`src/rtl/core/sli_pkg.sv`:
```
// shared types and constants for the sorted table block
// no dependencies; used by the controller, the datapath and the top level
`timescale 1ns / 1ps

package sli_pkg;

  // table geometry
  localparam int CAPACITY   = 64;
  localparam int VALUE_BITS = 32;
  localparam int COUNT_BITS = $clog2(CAPACITY + 1);

  // operation kinds
  localparam logic KIND_INSERT = 1'b0;
  localparam logic KIND_DELETE = 1'b1;

  // result status codes
  localparam logic [1:0] ST_DONE      = 2'd0;
  localparam logic [1:0] ST_FULL      = 2'd1;
  localparam logic [1:0] ST_NOT_FOUND = 2'd2;
  localparam logic [1:0] ST_EMPTY     = 2'd3;

  // request transaction
  typedef struct packed {
    logic                         kind;
    logic signed [VALUE_BITS-1:0] value;
  } item_t;

  // result transaction
  typedef struct packed {
    logic [1:0]                   status;
    logic [COUNT_BITS-1:0]        entry_count;
    logic                         has_entries;
    logic signed [VALUE_BITS-1:0] smallest;
    logic signed [VALUE_BITS-1:0] largest;
  } result_t;

  // controller to datapath commands
  typedef struct packed {
    logic load;
    logic compare;
    logic update;
    logic report;
  } cmd_t;

endpackage

```
`src/rtl/core/sli_ctrl.sv`:
```
// sequencing state machine for the sorted table block
// depends on sli_pkg; drives the command struct of sli_datapath
`timescale 1ns / 1ps

module sli_ctrl (
  input  logic          clk,
  input  logic          rst,
  input  logic          start,
  output logic          busy,
  output sli_pkg::cmd_t cmd
);
  import sli_pkg::*;

  typedef enum logic [3:0] {
    S_IDLE    = 4'b0001,
    S_COMPARE = 4'b0010,
    S_UPDATE  = 4'b0100,
    S_REPORT  = 4'b1000
  } state_t;

  state_t state;
  state_t state_next;

  // state register
  always_ff @(posedge clk) begin
    if (rst) begin
      state <= S_IDLE;
    end else begin
      state <= state_next;
    end
  end

  // next state and commands
  always_comb begin
    state_next  = state;
    cmd.load    = 1'b0;
    cmd.compare = 1'b0;
    cmd.update  = 1'b0;
    cmd.report  = 1'b0;
    unique case (state)
      S_IDLE: begin
        if (start) begin
          cmd.load   = 1'b1;
          state_next = S_COMPARE;
        end
      end
      S_COMPARE: begin
        cmd.compare = 1'b1;
        state_next  = S_UPDATE;
      end
      S_UPDATE: begin
        cmd.update = 1'b1;
        state_next = S_REPORT;
      end
      S_REPORT: begin
        cmd.report = 1'b1;
        state_next = S_IDLE;
      end
      default: begin
        state_next = S_IDLE;
      end
    endcase
  end

  assign busy = (state != S_IDLE);

endmodule

```
`config.mk`:
```
export PLATFORM = sky130hd
export DESIGN_NAME = sli_ctrl
export DESIGN_NICKNAME = d
export VERILOG_FILES = /design/src/rtl/core/sli_pkg.sv /design/src/rtl/core/sli_ctrl.sv
export SDC_FILE = /design/constraint.sdc
export NUM_CORES = 1
export LEC_CHECK = 0
export ABC_AREA = 1
export BUFFER_PORTS_ARGS = -buffer_cell sky130_fd_sc_hd__buf_2
export CAP_MARGIN = 20
export CORE_AREA = 2 2 39 41
export DETAILED_ROUTE_END_ITERATION = 10
export DIE_AREA = 0 0 41 43
export PLACE_DENSITY = 0.36
export SLEW_MARGIN = 20
export SYNTH_ARGS = -nofsm -noshare
export SYNTH_HDL_FRONTEND = slang
export SYNTH_SLANG_ARGS = --single-unit
export TNS_END_PERCENT = 20
```
`constraint.sdc`:
```
create_clock -name clk -period 1.2 [get_ports clk]
set_clock_uncertainty 0.05 [all_clocks]
set_input_delay 0.18 -clock clk [delete_from_list [all_inputs] [get_ports clk]]
set_output_delay 0.18 -clock clk [all_outputs]
set_load 0.01 [all_outputs]
```
# Word-level counts from Yosys, hierarchy flattened
# Cells that the tools add are included.
# totals
regBits,4
in_bits,3
out_inout_bits,5
wordCells,14
# classes
eq_ne,6
muxes,7
# ops
operator,count
case mux 4 bit (3 select lines),1
two-way mux 1 bit,5
"== test 4 x 1 -> 1 bit, second input constant",1
"== test 4 x 2 -> 1 bit, second input constant",1
"== test 4 x 3 -> 1 bit, second input constant",1
"== test 4 bit, second input constant",1
two-way mux 4 bit,1
"inequality test 4 x 1 -> 1 bit, second input constant",1
"inequality test 2 bit, second input constant",1

# Logic depth before layout (Yosys ltp)
# depth
depth_word,2
ltp_mapped,6
depth_no_buf,6

# Least setup slack after synthesis
# No wires, ideal clock.
# synth_path
path_kind,reg2out
from,reg state[3]
to,out cmd[0] in the netlist's numbering
t_arrival_ns,0.778
t_required_ns,0.970
path_slack_ns,0.192
path_stages_with_launch,3
path_buffers,0
path_cell_list,dfxtp_1 -> inv_1 -> nor4_1
# synth_rtl
item,line,source
"start, declared",sli_ctrl.sv:21,state_t state;
"start signal, assigned",sli_ctrl.sv:29,state <= state_next;
"end, declared",sli_ctrl.sv:10,output sli_pkg::cmd_t cmd

==> impl_metrics.yaml <==
global_routing:
  grt_pass1_vias: 193
  overflow: 0
  grt_pass1_wl_um: 793
  gr-usage-met3_pct: 6.28
  busiest_layer: "met2"
  grt_usage_pct: 7.33
  use_met1_pct: 8.36
  grt_use_met2_pct: 9.06
  grt_max_degree: 5
  antenna_found_initial: 0
hold_path:
  hold_depth: 2
  hold_start: "rst"
  min_path_type: "input pin to register"
floorplan:
  die_w_um: 41
  core-area_um2: 1380
  row_count: 14
  dieHeight_um: 43
  die-area_um2: 1760
  start_util_pct: 14.7
  ios: 8
placed_design:
  dp_hpwl_um: 321
  portBuffers: 7
  pre_cts_slack_ps: 132
  gp_congestion: 0.593
worst_setup_path:
  start_kind: "register"
  path_cells: "inv_4 -> nor2_4 -> nand2_2 -> nor2_1 -> buf_2"
  critPathLaunch: "state[0]"
  crit_family: "flip-flops"
  path_class: "register to primary output"
  endpoint_kind: "primary output"
  timing.rr.start: "state[0]"
  critPathRequiredTime_ps: 970
  slowest_stage: "dfxtp_4"
  critical_path_depth: 5
  critPathMaxStageDelay_ps: 370
  worstPathArrival_ps: 1010
  ff2ff_path_depth: 7
  path_buf_inv: 2
  path_max_fanout: 3
timing:
  setup_viol: 4
  tightest_slew_ps: 192
  fmax_ghz: 0.804
  fin_crit_ps: 1240
  period_share_pct: 104
  rsz0062_at_grt: "yes"
  fin_ws_ps: -44.3
  holdWs_ps: 111
  hold_viol_final: 0
  slew_viol_final: 0
  slew-limit-headroom_pct: 87.1
run:
  maxCapViolCount: 0
routing:
  drtIter0Drc: 3
  wl_per_cell_um: 8.43
  drc: 0
  firstDrtPassIters: 2
  drtAntennaViolNets: 0
  routed-via-count: 197
  viasPerCell: 3.65
  wirelength_um: 455
yosys:
  synthCells: 27
  syn_avg_cell_area_um2: 7.55
  ys_ff_latch: 4
  syn_area_um2: 204
  synth_nets: 30
  yosysSeqAreaShare_pct: 39.3
  synth.distinct_cells: 12
  ys_warn_count: 0
pwr:
  leakage_nw: 0.173
  ir_drop_uv: 425
  powerDensity_nw_per_um2: 1280
clock_tree:
  cts-root-buf: "clkbuf_4"
  clock_latency_ps: 230
  clkTransAtPathRegs_ps: 30
  cts_buffers: 3
  holdBufCountCts: 0
  htree_num_levels: 1
  cts_buffer_depth: 2
  cts_tree: "built"
  cts.sink_count: 4
final_layout:
  fillCellCount: 159
  top_regs: "state x4"
  multi_input_area_um2: 114
  fin_util_pct: 23.3
  num_antenna_cells: 0
  layout.nets: 43
  register_area_um2: 87.6
  largest_reg_flops: 4
  largest-register: "state"
  final_layout_size_suffix_gt1_share_pct: 73.7
  syn_to_final_growth_pct: 58.3
run_status:
  status: "finished with violations"
  violations: "setup timing"
## stage by stage
stage | total power [mW] | instance area (um2) | setup TNS (ps) | instances
finish | 0.412 | 323 | -122 | 54
global route | 0.446 | 323 | -504 | 54
detailed placement | 0.221 | 251 | 0 | 49
global placement | 0.221 | 251 | 0 | 49
floorplan | 0.198 | 204 | 0 | 27
CTS | 0.400 | 289 | -206 | 53
## final timing paths
path | end | slack [ps]
setup / recovery | cmd[3] | -40
hold / removal | state[1] | 110
setup reg to reg | state[0] | 90
hold reg to reg | state[3] | 480
## power breakdown
group / switching [mW] / internal [mW] / leakage (nW)
clock: 0.0504 / 0.112 / 0.0138
sequential: 0.0149 / 0.144 / 0.0342
combinational: 0.0461 / 0.0456 / 0.125
total: 0.112 / 0.301 / 0.173
## worst register-to-register path, stage by stage, from the launching register on
cell	delay (ps)
dfxtp_4	370
inv_4	50
nor2_4	100
nand2_2	70
buf_4	130
buf_4	130
nand3_2	70
nand2_2	40
## routing by layer
metal | up-vias | share of wire (%)
li1 | 103 | -
met1 | 85 | 46
met2 | 9 | 46
met3 | 0 | 8.4
met4 | 0 | 0
met5 | - | 0
## logic make-up after synthesis
logic type | Yosys count | synth area share (%)
buf+inv | 8 | 16.6
simple gates | 15 | 44.2
flops | 4 | 39.3
## cell usage after synthesis
| master | instances | area share, % |
|---|---|---|
| buf_4 | 1 | 3.7 |
| nor4_1 | 1 | 3.1 |
| nand2_1 | 1 | 1.8 |
| dfxtp_1 | 4 | 39 |
| nor3_2 | 1 | 4.9 |
| nand3_2 | 2 | 9.8 |
| nand3_1 | 2 | 4.9 |
| nand2_2 | 2 | 6.1 |
| inv_1 | 6 | 11 |
| nor2_2 | 2 | 6.1 |
| inv_2 | 1 | 1.8 |
| nor2_1 | 4 | 7.4 |
## placed cells by master (no fill, tap or decap), types with 2 or more instances in the layout
cell type  Yosys  final
buf_2          0      7
inv_1          6      5
nand3_2        2      3
nor2_1         4      3
clkbuf_4       0      3
dfxtp_2        0      3
nor2_4         0      2
nand2_2        2      2
buf_4          1      2
## final cells by class
type	count	share of cell area, %
Multi-Input combinational cell	15	35.3
Sequential cell	4	27.1
Timing Repair Buffer	9	15.5
Inverter	7	8.91
Clock buffer	3	6.98
Tap cell	16	6.20
## timing repair
item	4_1_cts	5_1_grt
gates resized for setup	4	8
buffers inserted	1	1
endpoints found under the setup margin	5	5
pin swaps	1	2
No activity file was read; power rests on OpenSTA's default activity.
